==> config.mk <==
export PLATFORM = sky130hd
export DESIGN_NAME = envnf_ring
export DESIGN_NICKNAME = d
export VERILOG_FILES = /design/src/sv/envnf_pkg.sv /design/src/sv/envnf_cell.sv /design/src/sv/envnf_ring.sv
export SDC_FILE = /design/constraint.sdc
export NUM_CORES = 2
export LEC_CHECK = 0
export ABC_AREA = 1
export BUFFER_PORTS_ARGS = -buffer_cell sky130_fd_sc_hd__clkbuf_2
export CELL_PAD_IN_SITES_DETAIL_PLACEMENT = 1
export CELL_PAD_IN_SITES_GLOBAL_PLACEMENT = 1
export CORE_MARGIN = 3
export CORE_UTILIZATION = 43
export CTS_CLUSTER_DIAMETER = 80
export DETAILED_ROUTE_END_ITERATION = 6
export PLACE_DENSITY_LB_ADDON = 0.1
export SYNTH_ARGS = -nofsm -noshare
export SYNTH_HDL_FRONTEND = slang
export SYNTH_SLANG_ARGS = --single-unit
==> constraint.sdc <==
create_clock -name i_clk -period 1.16 [get_ports i_clk]
set_clock_uncertainty 0.1 [all_clocks]
set_input_delay 0.058 -clock i_clk [delete_from_list [all_inputs] [get_ports i_clk]]
set_output_delay 0.058 -clock i_clk [all_outputs]
set_load 0.05 [all_outputs]
==> src/sv/envnf_pkg.sv <==
// ----------------------------------------------------------------------------
// envnf_pkg
// Shared types, defaults and codes for the envelope noise floor estimator.
// ----------------------------------------------------------------------------
package envnf_pkg;

    // Field widths
    localparam int SAMPLE_W = 16;
    localparam int CS_W     = 19;
    localparam int AVG_W    = 32;
    localparam int IDX_W    = 3;

    // Default ring depths
    localparam int LONG_DEPTH_DEF  = 200;
    localparam int SHORT_DEPTH_DEF = 50;

    // Reset values
    localparam logic [SAMPLE_W-1:0] ONE_Q14   = 16'd16384;
    localparam logic [AVG_W-1:0]    AVG_RESET = 32'd53687091;

    localparam logic [15:0] RATE_DEF        = 16'd262;
    localparam logic [15:0] NOISE_GAIN_DEF  = 16'd4915;
    localparam logic [15:0] NOISE_FLOOR_DEF = 16'd82;
    localparam logic [15:0] BIAS_GAIN_DEF   = 16'd39322;
    localparam logic [15:0] BIAS_OFFSET_DEF = 16'd819;
    localparam logic [15:0] OUT_GAIN_DEF    = 16'd18022;

    // Register indexes
    typedef enum logic [IDX_W-1:0] {
        CFG_AVERAGE_RATE = 3'd0,
        CFG_NOISE_GAIN   = 3'd1,
        CFG_NOISE_FLOOR  = 3'd2,
        CFG_BIAS_GAIN    = 3'd3,
        CFG_BIAS_OFFSET  = 3'd4,
        CFG_OUTPUT_GAIN  = 3'd5
    } t_cfg_idx;

    // Register file contents
    typedef struct packed {
        logic [15:0] average_rate;
        logic [15:0] noise_gain;
        logic [15:0] noise_floor;
        logic [15:0] bias_gain;
        logic [15:0] bias_offset;
        logic [15:0] output_gain;
    } t_cfg;

    // Ring control toward one ring
    typedef struct packed {
        logic shift;
        logic insert;
    } t_ring_ctl;

    // Sequencer states
    typedef enum logic [2:0] {
        ST_IDLE  = 3'd0,
        ST_LOAD  = 3'd1,
        ST_SCAN  = 3'd2,
        ST_START = 3'd3,
        ST_MATH  = 3'd4,
        ST_HOLD  = 3'd5
    } t_state;

endpackage

==> src/sv/envnf_cell.sv <==
// ----------------------------------------------------------------------------
// envnf_cell
// One storage cell of a ring: takes its neighbor's value on a shift.
// ----------------------------------------------------------------------------
module envnf_cell (
    input  logic                           i_clk,
    input  logic                           i_rst_n,
    input  logic                           i_shift,
    input  logic [envnf_pkg::SAMPLE_W-1:0] i_data,
    output logic [envnf_pkg::SAMPLE_W-1:0] o_data
);

    logic [envnf_pkg::SAMPLE_W-1:0] r_val;

    // Holds 1.0 out of reset
    always_ff @(posedge i_clk) begin
        if (!i_rst_n) begin
            r_val <= envnf_pkg::ONE_Q14;
        end else if (i_shift) begin
            r_val <= i_data;
        end
    end

    assign o_data = r_val;

endmodule

==> src/sv/envnf_ring.sv <==
// ----------------------------------------------------------------------------
// envnf_ring
// Chain of cells forming a ring. A shift either rotates the tail back to the
// head or inserts a new sample at the head, dropping the oldest entry.
// ----------------------------------------------------------------------------
module envnf_ring #(
    parameter int DEPTH = envnf_pkg::LONG_DEPTH_DEF
) (
    input  logic                           i_clk,
    input  logic                           i_rst_n,
    input  envnf_pkg::t_ring_ctl           i_ctl,
    input  logic [envnf_pkg::SAMPLE_W-1:0] i_sample,
    output logic [envnf_pkg::SAMPLE_W-1:0] o_tail
);

    logic [envnf_pkg::SAMPLE_W-1:0] w_chain [DEPTH+1];

    // Head input: new sample or recirculated tail
    assign w_chain[0] = i_ctl.insert ? i_sample : w_chain[DEPTH];

    genvar k;
    generate
        for (k = 0; k < DEPTH; k++) begin : g_cell
            envnf_cell u_cell (
                .i_clk   (i_clk),
                .i_rst_n (i_rst_n),
                .i_shift (i_ctl.shift),
                .i_data  (w_chain[k]),
                .o_data  (w_chain[k+1])
            );
        end
    endgenerate

    assign o_tail = w_chain[DEPTH];

endmodule

==> impl_metrics.toml <==
[run_status]
status = "finished with violations"
violations = "negative setup slack"

[setup_path]
r2r_cells = 6
worstPathArrival_ns = 1.51
reg2reg_from = "g_cell[199].u_cell.o_data[13]"
cp-start-kind = "flip-flop"
critPathKind = "flip-flop to output port"
cp-startpoint = "g_cell[199].u_cell.o_data[13]"
end_kind = "output port"
cp.required_ns = 1.00
crit_fanout = 2

[power]
total_leakage_power_nw = 54.6
ir_worst_vdd_mv = 1.51
cellPowerDensity_nw_per_um2 = 1930
total_power_mw = 247

[logic_synthesis]
synth_cell_types = 16
synthCells = 13934
seq_area_frac_synth = 0.584
yosysWarningCount = 0
synth_nets = 13954
synth.top_cell.area_share = 0.584
synthTopCellsByArea = "dfxtp_1, nor2_1, o21ai_0"
syn_avg_cell_area_um2 = 7.88
synth_top_cell_by_area = "dfxtp_1"
ys_ff_latch = 3200
syn-cell-area_um2 = 110000

[global_routing]
met1_usage = 0.232
grt_pass1_wl_um = 423000
first_global_vias = 90311
antenna_found_initial = 2
met2_usage = 0.317
grtUsageTotal = 0.181
grt_max_degree = 82
gr-total-overflow = 0
grtUsageMet3 = 0.0253
grt_busiest_layer = "met2"

[clock_tree]
clk_pin_slew_ns = 0.06
clock-sinks = 3200
numCtsBuffers = 348
cts-root-buf = "clkbuf_16"
clkLatencyLatePin_ns = 0.91
cts_buffer_depth = 4
htree_levels = 5
cts_tree = "yes"

[detailed_routing]
ant_nets = 0
vias = 87002
wl_um = 241000
drt_iter0_drc = 4334
wl_per_cell_um = 13.8
drc = 0
vias_per_cell = 4.98
firstDrtPassIters = 5

[layout]
largest_reg_flops = 3200
final_cell_mix = "nor2_1, dfxtp_1, o21ai_0"
nNetsFinal = 13879
fin_util = 0.506
drive_gt1_frac = 0.0820
syn_to_final_growth_pct = 16.4
final_common_cell = "nor2_1"
finalNonFillerCells = 17465

[timing]
min_period_over_period = 1.44
rsz0062_at_grt = "true"
layout_setup_ws_ns = -0.511
max_freq_ghz = 0.598
drv_slew = 0
period_needed_ns = 1.67
tightest_slew_ns = 0.527
maxSlewHeadroom = 0.649
finalSetupViolations = 17
hold_viol_final = 0

[placed_design]
dp_hpwl_um = 142000
portBuffers = 35
dp.cells = 16807
place_congestion = 0.714

[die]
start_util = 0.435
die_y_um = 511
die_w_um = 511
io_pins = 36
coreArea_um2 = 253000
die_area_um2 = 261000
rows = 184

[min_path]
hold_path_class = "input pin to flip-flop"
hold_depth = 5
hold_start = "i_rst_n"

[flow_run]
cap_violations = 0
[routing by layer]
layer  up-vias  routed length [um]
met5         -                  13
met4         2                5620
met3       395                5420
met2       559              115000
met1     41736              115000
li1      44310                   -
[cell families after synthesis]
family,count (synthesis),synth area share
and+or+nand+nor,6658,0.230
DFF,3200,0.584
AOI/OAI and AO/OA,2988,0.136
buffers and inverters,1088,0.0498
[layout make-up]
cell class	count	area (um^2)
fillers	30032	125000
multi-input cells	9646	40200
flip-flops and latches	3200	64100
clock inverters	82	823
diodes	1	2.50
clock buffers	525	10500
repair buffers	643	7840
inverters	20	91.3
well taps	3348	4190
[path summary, 6_finish.rpt]
path	end	slack, ns
max reg2reg	g_cell[0].u_cell.o_data[13]	0.07
min reg2reg	g_cell[57].u_cell.o_data[5]	0.34
min	g_cell[195].u_cell.o_data[0]	0.13
max	o_tail[13]	-0.51
[what timing repair did]
action / 4_1_cts / 5_1_grt
endpoints found under the setup margin: 16 / 19
buffers inserted: 11 / 3
gates resized for setup: 72 / 5
hold buffers: 35 / 2
hold endpoints to repair: 3200 / 1
[worst max-delay path, stage by stage, from the launching register on]
cell and delay, ns:
dfxtp_4 0.34, buf_6 0.12, buf_12 0.14
[Yosys cell counts]
| library cell | n |
|---|---|
| clkbuf_2 | 1 |
| clkbuf_1 | 638 |
| nor2_1 | 6000 |
| o21ai_0 | 2986 |
| clkinv_1 | 1 |
| buf_6 | 22 |
| nand2_1 | 444 |
| inv_4 | 1 |
| buf_8 | 1 |
| a21oi_1 | 2 |
| nand3_1 | 214 |
| buf_2 | 119 |
| buf_4 | 281 |
| inv_1 | 18 |
| buf_1 | 6 |
| dfxtp_1 | 3200 |
[metrics by stage]
stage	TNS [ns]	setup slack [ns]	cell area [um^2]	hold WS, ns
after global placement	-312.80	-0.180	116000	0.254
after CTS	-8.31	-0.605	128000	0.0415
after detailed placement	-391.26	-0.238	116000	0.275
after floorplan	0	0.0399	110000	0.156
after global routing	-8.29	-0.599	128000	0.105
final	-6.87	-0.511	128000	0.129
[where the power goes]
part	internal [mW]	total, mW	leakage [nW]	switching (mW)
clock network	65.0	108	5.61	43.5
logic	7.07	18.0	22.5	11.0
registers	117	120	26.5	3.36
Power figures use the tool's default switching activity.
